### src/bia_pkg.sv
// ----------------------------------------------------------------------------
// bia_pkg: shared types and constants for the bounded insertable array
// Field widths, operation and status codes, and the beat payload structs.
// ----------------------------------------------------------------------------
package bia_pkg;

    // Array geometry
    localparam int MAX_ENTRIES    = 1024;
    localparam int START_CAPACITY = 16;
    localparam int DATA_W         = 32;
    localparam int POS_W          = 10;
    localparam int CNT_W          = 10;
    localparam int CAP_W          = 11;
    localparam int FUNC_W         = 3;
    localparam int STAT_W         = 2;

    localparam logic [CAP_W-1:0] CAP_MAX   = CAP_W'(MAX_ENTRIES);
    localparam logic [CAP_W-1:0] CAP_START = CAP_W'(START_CAPACITY);

    // Operation codes
    localparam logic [FUNC_W-1:0] FN_READ   = 3'd0;
    localparam logic [FUNC_W-1:0] FN_INSERT = 3'd1;
    localparam logic [FUNC_W-1:0] FN_PUSH   = 3'd2;
    localparam logic [FUNC_W-1:0] FN_POP    = 3'd3;
    localparam logic [FUNC_W-1:0] FN_CLEAR  = 3'd4;

    // Result status codes
    localparam logic [STAT_W-1:0] ST_OK   = 2'd0;
    localparam logic [STAT_W-1:0] ST_IOB  = 2'd1;
    localparam logic [STAT_W-1:0] ST_FULL = 2'd2;

    typedef struct packed {
        logic [FUNC_W-1:0]        func;
        logic [POS_W-1:0]         position;
        logic signed [DATA_W-1:0] value;
    } t_in_item;

    typedef struct packed {
        logic [STAT_W-1:0]        status;
        logic signed [DATA_W-1:0] read_value;
        logic [CNT_W-1:0]         count;
        logic [CAP_W-1:0]         cur_capacity;
        logic                     is_empty;
    } t_out_item;

    // Controller to datapath commands
    typedef struct packed {
        logic latch;     // capture the input beat
        logic rd_pos;    // read entry at position
        logic sh_first;  // read the last entry to start a shift
        logic sh_step;   // move one entry up, read the next one down
        logic wr_pos;    // write the new value
        logic finish;    // commit state, load the result register
    } t_dp_cmd;

    // Datapath to controller status
    typedef struct packed {
        logic [FUNC_W-1:0] func;
        logic              idx_bad;
        logic              full;
        logic              shift_need;
        logic              shift_last;
        logic              out_free;
    } t_dp_stat;

endpackage

### src/bia_ctrl.sv
// ----------------------------------------------------------------------------
// bia_ctrl: operation sequencer of the bounded insertable array
// Steps each operation through decode, entry shift, write and result load.
// ----------------------------------------------------------------------------
module bia_ctrl (
    input  logic              i_clk,
    input  logic              i_rst_n,
    input  logic              i_in_valid,
    output logic              o_in_stall,
    output logic              o_cfg_ready,
    output bia_pkg::t_dp_cmd  o_cmd,
    input  bia_pkg::t_dp_stat i_stat
);
    import bia_pkg::*;

    typedef enum logic [2:0] {
        S_IDLE,
        S_DECIDE,
        S_SHIFT,
        S_WRITE,
        S_DONE
    } t_state;

    t_state r_state, n_state;

    // Next state and commands
    always_comb begin
        n_state = r_state;
        o_cmd   = '0;
        unique case (r_state)
            S_IDLE: begin
                if (i_in_valid) begin
                    o_cmd.latch = 1'b1;
                    n_state     = S_DECIDE;
                end
            end
            S_DECIDE: begin
                n_state = S_DONE;
                case (i_stat.func)
                    FN_READ: begin
                        o_cmd.rd_pos = !i_stat.idx_bad;
                    end
                    FN_INSERT: begin
                        if (!i_stat.idx_bad && !i_stat.full) begin
                            if (i_stat.shift_need) begin
                                o_cmd.sh_first = 1'b1;
                                n_state        = S_SHIFT;
                            end else begin
                                n_state = S_WRITE;
                            end
                        end
                    end
                    FN_PUSH: begin
                        if (!i_stat.full) begin
                            n_state = S_WRITE;
                        end
                    end
                    default: begin
                        n_state = S_DONE;
                    end
                endcase
            end
            S_SHIFT: begin
                o_cmd.sh_step = 1'b1;
                if (i_stat.shift_last) begin
                    n_state = S_WRITE;
                end
            end
            S_WRITE: begin
                o_cmd.wr_pos = 1'b1;
                n_state      = S_DONE;
            end
            S_DONE: begin
                if (i_stat.out_free) begin
                    o_cmd.finish = 1'b1;
                    n_state      = S_IDLE;
                end
            end
            default: begin
                n_state = S_IDLE;
            end
        endcase
    end

    // State register
    always_ff @(posedge i_clk) begin
        if (!i_rst_n) begin
            r_state <= S_IDLE;
        end else begin
            r_state <= n_state;
        end
    end

    assign o_in_stall  = r_state != S_IDLE;
    assign o_cfg_ready = r_state == S_IDLE;

endmodule

### config.mk
export PLATFORM = sky130hd
export DESIGN_NAME = bia_ctrl
export DESIGN_NICKNAME = d
export VERILOG_FILES = /design/src/bia_pkg.sv /design/src/bia_ctrl.sv
export SDC_FILE = /design/constraint.sdc
export NUM_CORES = 1
export LEC_CHECK = 0
export ABC_AREA = 0
export BUFFER_PORTS_ARGS = -buffer_cell sky130_fd_sc_hd__buf_2
export CAP_MARGIN = 20
export CORE_AREA = 2 2 39 41
export CTS_CLUSTER_SIZE = 10
export DETAILED_ROUTE_END_ITERATION = 12
export DIE_AREA = 0 0 41 43
export GPL_TIMING_DRIVEN = 1
export SLEW_MARGIN = 30
export SYNTH_ARGS = -nofsm -noshare
export SYNTH_HDL_FRONTEND = slang
export SYNTH_SLANG_ARGS = --single-unit
### constraint.sdc
create_clock -name i_clk -period 1.8 [get_ports i_clk]
set_input_delay 0.18 -clock i_clk [delete_from_list [all_inputs] [get_ports i_clk]]
set_output_delay 0.18 -clock i_clk [all_outputs]
set_load 0.02 [all_outputs]
==> metrics <==
status=finished, final reports clean; GPL Wtd Cong=0.707; Total GRT Usage=0.0983; Worst Setup Start Kind=register; H-tree depth=1; post-layout minimum cycle time=1.55 ns; first-pass GRT wire length=1120 um; Mapped Avg Cell Area=7.72 um2; Max Buffers Root-to-Sink=2; Boundary Pins=19; Clock Latency Late Sink=0.23 ns; worst-margin pin slew=0.266 ns; biggest regs=r_state (3); Reg-to-Reg Start=r_state[1]$_SDFFE_PN0P_; largest net degree at the start of global routing=9; Data arrival, critical path=1.37 ns; TNS Setup=0 ns; R2R Setup Slk=0.43 ns; Peak supply drop=0.000144 V; 1st-iter DRT viols=4; area of the mapped netlist=231 um2; Area Overhead vs Synth=57.3%; Final Cell Area=364 um2; total gr overflow=0; Reg clk slew, reported paths=0.04 ns; Max-cap violations=0; fin crit share=0.860; final hold violation count=0; RSZ-0062 raised after global routing=no; Via density=4.45; Rel. slew slack=0.823; Critical Path Source=r_state[0]$_SDFFE_PN0P_; share of layout cells above drive strength 1=0.471; Setup crit end kind=primary output; DRT Wirelength=645 um; CTS sink count=3; full die area=0.00176 mm2; Yosys Warn Count=0; total CTS buffers=3; core area=0.00138 mm2; vias in the first global route=280; Post-Synthesis Cells=30; Hold Path Class=input pin to register; Antenna Violating Nets Remaining=0; LEAKAGE=0.000176 uW; CTS Hold Bufs=0; 1st-pass router iterations=3; clock root buffer master=clkbuf_4; post-synth cell types=21; vias post-DR=298; initial antenna violation count=0; CTS tree=done; crit path to=o_cmd[3]; post-synthesis sequential area ratio=0.259; Worst Skew=0.00305 ns; max-slew violations=0; Post-CTS Setup Bufs=0; Critical Setup Path Class=register to primary output; most frequent cells in the layout=buf_2, nand2_1, nor3_1, clkbuf_4, dfxtp_1; I/O Buffers=18; final setup vio count=0; placed cell area=338 um2; Power Density=690 mW/mm2; Reg area=60.1 um2; commonest non-fill, non-tap cell in the layout=buf_2; final net count=63; DRC=0; CTS resizes=0; Req. time, crit path=1.62 ns; Net Count, Synth=41; post-DR wirelength/cell=9.63 um; RR Endpoint=r_state[0]$_SDFFE_PN0P_; row count=14; DP HPWL=502 um; Crit Path Max Fanout=6; Die Y-Extent=43 um; fmax=646 MHz; Antenna diodes=0; #FFs+latches synth=3; DIE WIDTH=41 um; Reg2Reg Depth=3; footprint of the multi-input gates=164 um2; fill cell count=158; largest register by flop count=r_state; effective utilization at floorplan=0.167; max FFs per register=3
-- cells in the mapped netlist --
cell type | count | area share
a2111o_1 | 1 | 0.049
and2_1 | 2 | 0.054
o31a_1 | 1 | 0.038
nor2b_1 | 1 | 0.027
inv_1 | 1 | 0.016
nor3_1 | 3 | 0.065
nand2_1 | 5 | 0.081
nor4_1 | 1 | 0.027
or4b_2 | 1 | 0.043
dfxtp_1 | 3 | 0.26
or3b_1 | 1 | 0.038
nor2_1 | 1 | 0.016
o21ai_0 | 1 | 0.022
o31ai_2 | 1 | 0.054
nor3b_1 | 1 | 0.032
a31o_2 | 1 | 0.038
mux2i_1 | 1 | 0.043
nand2b_1 | 1 | 0.027
clkbuf_1 | 1 | 0.016
or3_1 | 1 | 0.027
and3_1 | 1 | 0.027
-- worst min-delay path by stage --
stage	to	from	cells past startpoint	slack [ns]
finish	r_state[1]$_SDFFE_PN0P_	i_rst_n	3	0.20
detailed placement	r_state[1]$_SDFFE_PN0P_	i_rst_n	3	0.45
CTS	r_state[1]$_SDFFE_PN0P_	i_rst_n	3	0.19
floorplan	r_state[1]$_SDFFE_PN0P_	i_rst_n	2	0.29
global placement	r_state[1]$_SDFFE_PN0P_	i_rst_n	3	0.47
global route	r_state[2]$_SDFFE_PN0P_	i_rst_n	2	0.23
-- per-stage QoR --
stage | worst slack, ns | util | hold slack [ns] | power [uW] | instances
2_1_floorplan | 0.293 | - | 0.289 | 108 | 30
3_3_place_gp | 0.329 | 0.244 | 0.465 | 134 | 63
3_5_place_dp | 0.313 | 0.244 | 0.446 | 134 | 63
4_1_cts | 0.220 | 0.263 | 0.194 | 259 | 67
5_1_grt | 0.0109 | 0.263 | 0.226 | 277 | 67
6_report | 0.252 | 0.263 | 0.200 | 251 | 67
-- power by group --
part / internal (uW) / switching, uW
Combinational: 26.4 / 31.6
Clock: 83.1 / 35.1
Sequential: 70.3 / 4.59
-- layer usage --
layer / vias up / routed length, um / track usage
li1: 153 / - / -
met1: 127 / 290 / 0.122
met2: 16 / 258 / 0.119
met3: 2 / 75 / 0.0366
met4: 0 / 20 / 0.100
met5: - / 0 / 0
-- worst max-delay path, stage by stage (launching register included) --
cell and delay [ns]:
dfxtp_1 0.40, nor2b_1 0.27, nand2_1 0.11, nor3_1 0.17, buf_2 0.19
-- cell type report --
class	count	share of cell area
inverter	1	0.0103
sequential	3	0.165
multi-input combinational	25	0.450
timing repair buffer	18	0.247
tap	16	0.0550
clock buffer	4	0.0722
-- kinds of logic after synthesis --
| family | synth area share |
|---|---|
| AOI/OAI and AO/OA | 0.200 |
| muxes | 0.0432 |
| buffers and inverters | 0.0324 |
| and+or+nand+nor | 0.465 |
| DFF | 0.259 |
(Power assumes the default switching activity.)
